--- src/rtl/ddagr_pkg.sv ---
package ddagr_pkg;

  localparam int MAP_W   = 64;
  localparam int MAP_H   = 64;
  localparam int FRAC    = 16;
  localparam int XW      = 6;
  localparam int YW      = 6;
  localparam int GW      = 8;   // signed walk coordinate, one cell beyond each edge
  localparam int DEPTH   = MAP_W * MAP_H;
  localparam int ADDR_W  = $clog2(DEPTH);
  localparam int HEAD_W  = 22;
  localparam int DIR_W   = 19;
  localparam int DIST_W  = 32;
  localparam int COS_W   = 18;
  localparam int FISH_W  = 33;
  localparam int BUDGET  = MAP_W + MAP_H + 2;
  localparam int NSTEP_W = $clog2(BUDGET + 1);
  localparam int NUM_W   = HEAD_W + 2;
  localparam int DVD_W   = NUM_W - 1 + FRAC;
  localparam int QCNT_W  = $clog2(DVD_W);
  localparam int PROD_W  = DIST_W + 1 + COS_W;
  localparam int R_W     = PROD_W - FRAC;

  typedef enum logic [1:0] {
    REQ_CAST  = 2'd0,
    REQ_CLEAR = 2'd1,
    REQ_SET   = 2'd2,
    REQ_NONE  = 2'd3
  } req_e;

  typedef enum logic [1:0] {
    ST_HIT   = 2'd0,
    ST_LEFT  = 2'd1,
    ST_WDONE = 2'd2
  } status_e;

  typedef enum logic [1:0] {
    FACE_E = 2'd0,
    FACE_W = 2'd1,
    FACE_N = 2'd2,
    FACE_S = 2'd3
  } face_e;

  typedef enum logic [3:0] {
    S_CLR,
    S_IDLE,
    S_STEP,
    S_CHECK,
    S_DIV,
    S_MUL,
    S_FIN,
    S_LEAVE,
    S_WR
  } state_e;

  typedef struct packed {
    logic    clr;
    logic    accept;
    logic    step;
    logic    div_start;
    logic    dist_load;
    logic    mul;
    logic    out_load;
    status_e out_kind;
  } cmd_t;

  typedef struct packed {
    logic clr_last;
    logic req_cast;
    logic in_map;
    logic wall;
    logic budget_out;
    logic div_busy;
  } sts_t;

  function automatic logic [ADDR_W-1:0] map_addr(input logic [XW-1:0] x,
                                                 input logic [YW-1:0] y);
    map_addr = ADDR_W'(y) * ADDR_W'(MAP_W) + ADDR_W'(x);
  endfunction

endpackage

--- src/rtl/ddagr_ctrl.sv ---
module ddagr_ctrl (
  input  logic             clk_i,
  input  logic             rst_ni,
  input  logic             in_valid_i,
  output logic             in_stall_o,
  output logic             out_valid_o,
  input  logic             out_stall_i,
  input  ddagr_pkg::sts_t  sts_i,
  output ddagr_pkg::cmd_t  cmd_o
);
  import ddagr_pkg::*;

  state_e state_q, state_d;
  logic   out_valid_q, out_valid_d;
  logic   out_free;

  always_ff @(posedge clk_i or negedge rst_ni) begin
    if (!rst_ni) begin
      state_q     <= S_CLR;
      out_valid_q <= 1'b0;
    end else begin
      state_q     <= state_d;
      out_valid_q <= out_valid_d;
    end
  end

  assign out_free = !out_valid_q || !out_stall_i;

  always_comb begin
    state_d  = state_q;
    cmd_o    = '0;
    cmd_o.out_kind = ST_HIT;
    unique case (state_q)
      S_CLR: begin
        cmd_o.clr = 1'b1;
        if (sts_i.clr_last) state_d = S_IDLE;
      end
      S_IDLE: begin
        if (in_valid_i) begin
          cmd_o.accept = 1'b1;
          state_d = sts_i.req_cast ? S_STEP : S_WR;
        end
      end
      S_STEP: begin
        cmd_o.step = 1'b1;
        state_d = S_CHECK;
      end
      S_CHECK: begin
        priority if (!sts_i.in_map) begin
          state_d = S_LEAVE;
        end else if (sts_i.wall) begin
          cmd_o.div_start = 1'b1;
          state_d = S_DIV;
        end else if (sts_i.budget_out) begin
          state_d = S_LEAVE;
        end else begin
          state_d = S_STEP;
        end
      end
      S_DIV: begin
        if (!sts_i.div_busy) begin
          cmd_o.dist_load = 1'b1;
          state_d = S_MUL;
        end
      end
      S_MUL: begin
        cmd_o.mul = 1'b1;
        state_d = S_FIN;
      end
      S_FIN: begin
        if (out_free) begin
          cmd_o.out_load = 1'b1;
          cmd_o.out_kind = ST_HIT;
          state_d = S_IDLE;
        end
      end
      S_LEAVE: begin
        if (out_free) begin
          cmd_o.out_load = 1'b1;
          cmd_o.out_kind = ST_LEFT;
          state_d = S_IDLE;
        end
      end
      S_WR: begin
        if (out_free) begin
          cmd_o.out_load = 1'b1;
          cmd_o.out_kind = ST_WDONE;
          state_d = S_IDLE;
        end
      end
      default: state_d = S_IDLE;
    endcase
  end

  always_comb begin
    out_valid_d = out_valid_q && out_stall_i;
    if (cmd_o.out_load) out_valid_d = 1'b1;
  end

  assign in_stall_o  = (state_q != S_IDLE);
  assign out_valid_o = out_valid_q;

endmodule

--- config.mk ---
export PLATFORM = sky130hd
export DESIGN_NAME = ddagr_ctrl
export DESIGN_NICKNAME = d
export VERILOG_FILES = /design/src/rtl/ddagr_pkg.sv /design/src/rtl/ddagr_ctrl.sv
export SDC_FILE = /design/constraint.sdc
export NUM_CORES = 1
export LEC_CHECK = 0
export BUFFER_PORTS_ARGS = -buffer_cell sky130_fd_sc_hd__buf_2
export CAP_MARGIN = 10
export CORE_AREA = 2 2 39 41
export CTS_BUF_LIST = sky130_fd_sc_hd__clkbuf_4 sky130_fd_sc_hd__clkbuf_8 sky130_fd_sc_hd__clkbuf_16
export DETAILED_ROUTE_END_ITERATION = 8
export DIE_AREA = 0 0 41 43
export PLACE_DENSITY_LB_ADDON = 0.08
export RECOVER_POWER = 50
export SLEW_MARGIN = 0
export SYNTH_ARGS = -nofsm -noshare
export SYNTH_HDL_FRONTEND = slang
export SYNTH_SLANG_ARGS = --single-unit
--- constraint.sdc ---
create_clock -name clk_i -period 2.29 [get_ports clk_i]
set_clock_uncertainty 0.2 [all_clocks]
set_input_delay 0.1145 -clock clk_i [delete_from_list [all_inputs] [get_ports clk_i]]
set_output_delay 0.1145 -clock clk_i [all_outputs]
set_load 0.01 [all_outputs]
## Word level (Yosys, flattened, before mapping)

Index checks and enable logic that the tools add are counted.

- Flip-flop bits (word level): 5
- Input bits: 10
- Output and inout port bits: 11
- Word-level logic and storage cells: 46

- Equality and inequality tests: 13
- Mux-type cells: 24
- Reductions and logical operators: 7

Operator list:

| cell | count |
|---|---|
| $mux W4 | 7 |
| $pmux W4 S7 | 1 |
| $eq A4 B3 Y1 const B | 4 |
| $mux W3 | 4 |
| $mux W1 | 11 |
| $pmux W3 S3 | 1 |
| $eq A4 B2 Y1 const B | 2 |
| $ne A2 B2 Y1 const B | 3 |
| $eq A4 B1 Y1 const B | 1 |
| $eq A4 B4 Y1 const B | 1 |
| $logic_not A4 Y1 | 1 |
| $ne A4 B1 Y1 const B | 1 |
| $reduce_and A4 Y1 | 1 |
| $reduce_or A3 Y1 | 1 |
| $logic_not A1 Y1 | 2 |
| $ne A2 B1 Y1 const B | 1 |
| $logic_and A1 B1 Y1 | 1 |
| $logic_or A1 B1 Y1 | 1 |

## Longest topological paths before layout

- Depth in word-level cells: 5
- Depth in mapped cells: 5
- Mapped depth without buffers: 4

## Worst setup path before layout

No wires, ideal clock.

- Path kind: flip-flop to flip-flop
- Start point: register state_q[2]
- End point: register state_q[0]
- Library setup time: 128 ps
- Arrival: 1503 ps
- Data required time: 1962 ps
- Setup slack: 460 ps
- Stages on the path, launching flop included: 5
- Path buffers: 0
- Cells stage by stage: dfrtp_1 or4b_4 a21oi_2 a211oi_1 mux2_1

- Word-level cells in the longest chain between the ends: 4

Ends and longest elaborated chain:

| what | line | text |
|---|---|---|
| start: declaration | ddagr_ctrl.sv:13 | `state_e state_q, state_d;` |
| start signal: assignment | ddagr_ctrl.sv:22 | `state_q <= state_d;` |
| $eq A4 B4 Y1 / $eq A4 B3 Y1 (equally long branches) | ddagr_ctrl.sv:33 | `unique case (state_q)` |
| $reduce_or A3 Y1 (no line) | -- |  |
| $ne A2 B1 Y1 (no line) | -- |  |
| $reduce_and A4 Y1 (no line) | -- |  |

Parallel ways exist; a longest one is shown, timed or not.
A chain may end at the register's enable or synchronous reset.

## Worst setup path in the final report

- Start point: register state_q[0]
- End point: register state_q[3]

The elaborated chain is that of the path after synthesis.

==> out/results.tsv <==
stage	metric	value	unit
floorplan	chip width	41	µm
critical_path	max incr delay on CP	0.57	ns
run_status	status	finished, final reports clean	
layout	Layout Nets	92	
cts	Clock Tree Buf Depth	2	
detailed_routing	1st-iter DRT viols	4	
critical_path	Worst Path Required	2.26	ns
global_routing	grt ovf	0	
global_routing	antenna violations before repair	0	
cts	Clock Tree Root	clkbuf_4	
floorplan	num rows	14	
sta	Max Fclk	459	MHz
power	pwr dens	1170	nW/µm²
synth	Primary FF master, synth	dfrtp_1	
detailed_routing	# DRC	0	
critical_path	critical path, cell by cell	or4b_4 > a21oi_2 > nand2_1 > o31ai_1 > dlygate4sd3_1	
power	power share of the combinational group	0.578	
power	Clk pwr share	0.159	
run	Max Cap Viol	0	
synth	sequential fraction of the synthesis area	0.296	
global_routing	largest net degree at the start of global routing	12	
layout	area occupied by multi-input gates	270	µm²
layout	# fillers	155	
detailed_routing	antenna-violating nets left	0	
critical_path	CP max FO	11	
critical_path	critical path class	reg -> reg	
detailed_routing	routed vias/inst	4.97	
floorplan	die height	43	µm
cts	CTS buffer count	3	
critical_path	crit path capture type	flop	
critical_path	Critical Path End	state_q[3]$_DFFE_PN0P_	
synth	distinct cell type count after synthesis	25	
cts	worst skew pair latency	0.24	ns
sta	Setup TNS	0	ns
cts	CTS tree	done	
global_routing	GRT Total Usage	0.149	
cts	Worst-path clk slew	0.04	ns
layout	area grow syn2layout	43.8	%
power	switching power	307	µW
layout	register area	126	µm²
detailed_routing	DRT Pass-1 Iters	4	
sta	final worst path period need	2.18	ns
power	Tot Pwr	710	µW
synth	Ys Warns	0	
critical_path	FF-to-FF path depth	5	
floorplan	# IOs	21	
critical_path	r2r setup slk	0.11	ns
layout	Layout Utilization	0.439	
sta	PnR worst setup slack	0.114	ns
global_routing	vias in the first global route	452	
sta	Tcrit/Tclk final	0.950	
sta	unrepaired setup endpoints after global routing	false	
sta	Worst Max-Slew Pin Slew	0.400	ns
synth	Post-Syn Area	423	µm²
place	Place WS	0.310	ns
synth	Synth Net Count	64	
sta	Worst slew margin	0.732	
detailed_routing	via count	482	
sta	final setup fails	0	
power	Internal Pwr Total	403	µW
critical_path	FF-to-FF Start	state_q[0]$_DFFE_PN0P_	
power	Peak VDD IR	352	µV
synth	Avg Cell Area, Syn	7.83	µm²
synth	number of synthesized flops with an enable pin	0	
cts	H-Tree Depth	1	
min_path	class of the worst hold path	in -> async	
place	post-DP HPWL	879	µm
synth	FFs w/ async S/R, synth	1.00	
power	Sw Ratio	0.432	
floorplan	Core Region	1380	µm²
global_routing	global-route wire length before repair	1.76	mm
detailed_routing	overall routed net length	1.08	mm
layout	layout cell share with drive strength beyond 1	0.321	
critical_path	crit start category	flop	
floorplan	die footprint	1760	µm²
critical_path	Arr. time, crit path	2.15	ns
critical_path	Critical-path top delay cell	dlygate4sd3_1	
sta	max-slew violation count	0	
layout	Ant. Diodes	0	
critical_path	reg2reg end	state_q[3]$_DFFE_PN0P_	
synth	synthesized flop and latch total	5	
power	Leakage	0.000299	µW
critical_path	CP startpoint	state_q[0]$_DFFE_PN0P_	
place	port bufs	20	
power	Reg power frac	0.263	
place	gpl congestion	0.717	
synth	Gate Count Post-Synth	54	
cts	clk sinks	5	
detailed_routing	WL/cell	11.1	µm
sta	final hold vios	0	
floorplan	Initial Util	0.306	
## through the flow
step | hold WS [ns] | instances | area [µm²]
after floorplan | -0.381 | 54 | 423
after global placement | -0.262 | 89 | 546
after detailed placement | -0.264 | 89 | 546
after CTS | 0.0149 | 97 | 616
after global routing | 0.107 | 97 | 608
final | 0.0616 | 97 | 608
## sequential cells by signal, indices dropped and copies added, names as in the netlist
register	count
state_q	4
out_valid_o	1
## cells in the final DEF (no fill, tap or decap), types with 2 or more instances in the layout
master / n
nor2_1: 4
mux2_1: 2
dfrtp_1: 4
nand2_1: 8
nand2b_1: 3
or4b_4: 2
dlygate4sd3_1: 4
a21oi_1: 4
nand3b_1: 2
inv_1: 2
a21o_1: 2
o21ai_0: 2
clkbuf_4: 4
buf_4: 2
nor4_1: 4
clkbuf_1: 5
buf_2: 16
## how the worst min path moves through the flow
stage                                        to   start  cells after the start
final                     out_valid_o$_DFF_PN0_  rst_ni                      2
after global routing      out_valid_o$_DFF_PN0_  rst_ni                      2
after CTS                 out_valid_o$_DFF_PN0_  rst_ni                      2
after detailed placement  out_valid_o$_DFF_PN0_  rst_ni                      1
after global placement    out_valid_o$_DFF_PN0_  rst_ni                      1
after floorplan           out_valid_o$_DFF_PN0_  rst_ni                      0
## final cells by class
cell class | instances | share of cell area
clock buffers | 4 | 0.0494
inverters | 2 | 0.0123
multi-input cells | 43 | 0.444
flip-flops and latches | 5 | 0.208
well taps | 16 | 0.0329
repair buffers | 27 | 0.253
## Yosys cell counts, types with 2 or more instances
library cell  n  area share
inv_1         2       0.018
nor2_1        4       0.035
or4b_4        2       0.065
nand3b_1      2       0.035
mux2_1        2       0.053
nand2_1       8       0.071
a21o_1        2       0.035
dfrtp_1       5        0.30
nand2b_1      3       0.044
clkbuf_1      2       0.018
o21ai_0       2       0.024
nor4_1        4       0.059
a21oi_1       4       0.047
## power by group through the flow
stage | logic (µW) | clock network [µW] | registers, µW
after floorplan | 310 | 0 | 159
after global placement | 415 | 0 | 186
after detailed placement | 417 | 0 | 186
after CTS | 425 | 118 | 185
after global routing | 468 | 127 | 192
final | 410 | 113 | 187
## layer usage
metal  GRT usage  vias up  wire length, µm  part of all wire
met1       0.162      221              455              0.42
li1            -      246                -                 -
met3      0.0314        0               59             0.055
met2       0.250       15              563              0.52
met4      0.0800        0                0                 0
met5           0        -                0                 0
## timing repair
| action | CTS | global route |
|---|---|---|
| gates resized for setup | 0 | 1 |
| endpoints found under the setup margin | 0 | 1 |
| hold buffers | 4 | 0 |
| hold endpoints to repair | 7 | 0 |
| buffers inserted | 0 | 0 |
## worst max-delay path, delay by kind of cell, from the launching register on
kind	cells	cell delay, ns
flip-flops	1	0.47
buffers and inverters	1	0.57
AO/OA/AOI/OAI	2	0.25
AND/OR/NAND/NOR	2	0.63
## logic make-up (layout without fill, tap and decap cells)
family,count (synthesis),count (layout),synth area share
buffers and inverters,6,33,0.0651
AND/OR/NAND/NOR,27,27,0.370
multiplexers,2,2,0.0533
flip-flops,5,5,0.296
AO/OA/AOI/OAI,14,14,0.216
Note: power is estimated with default switching activity, not from simulation.
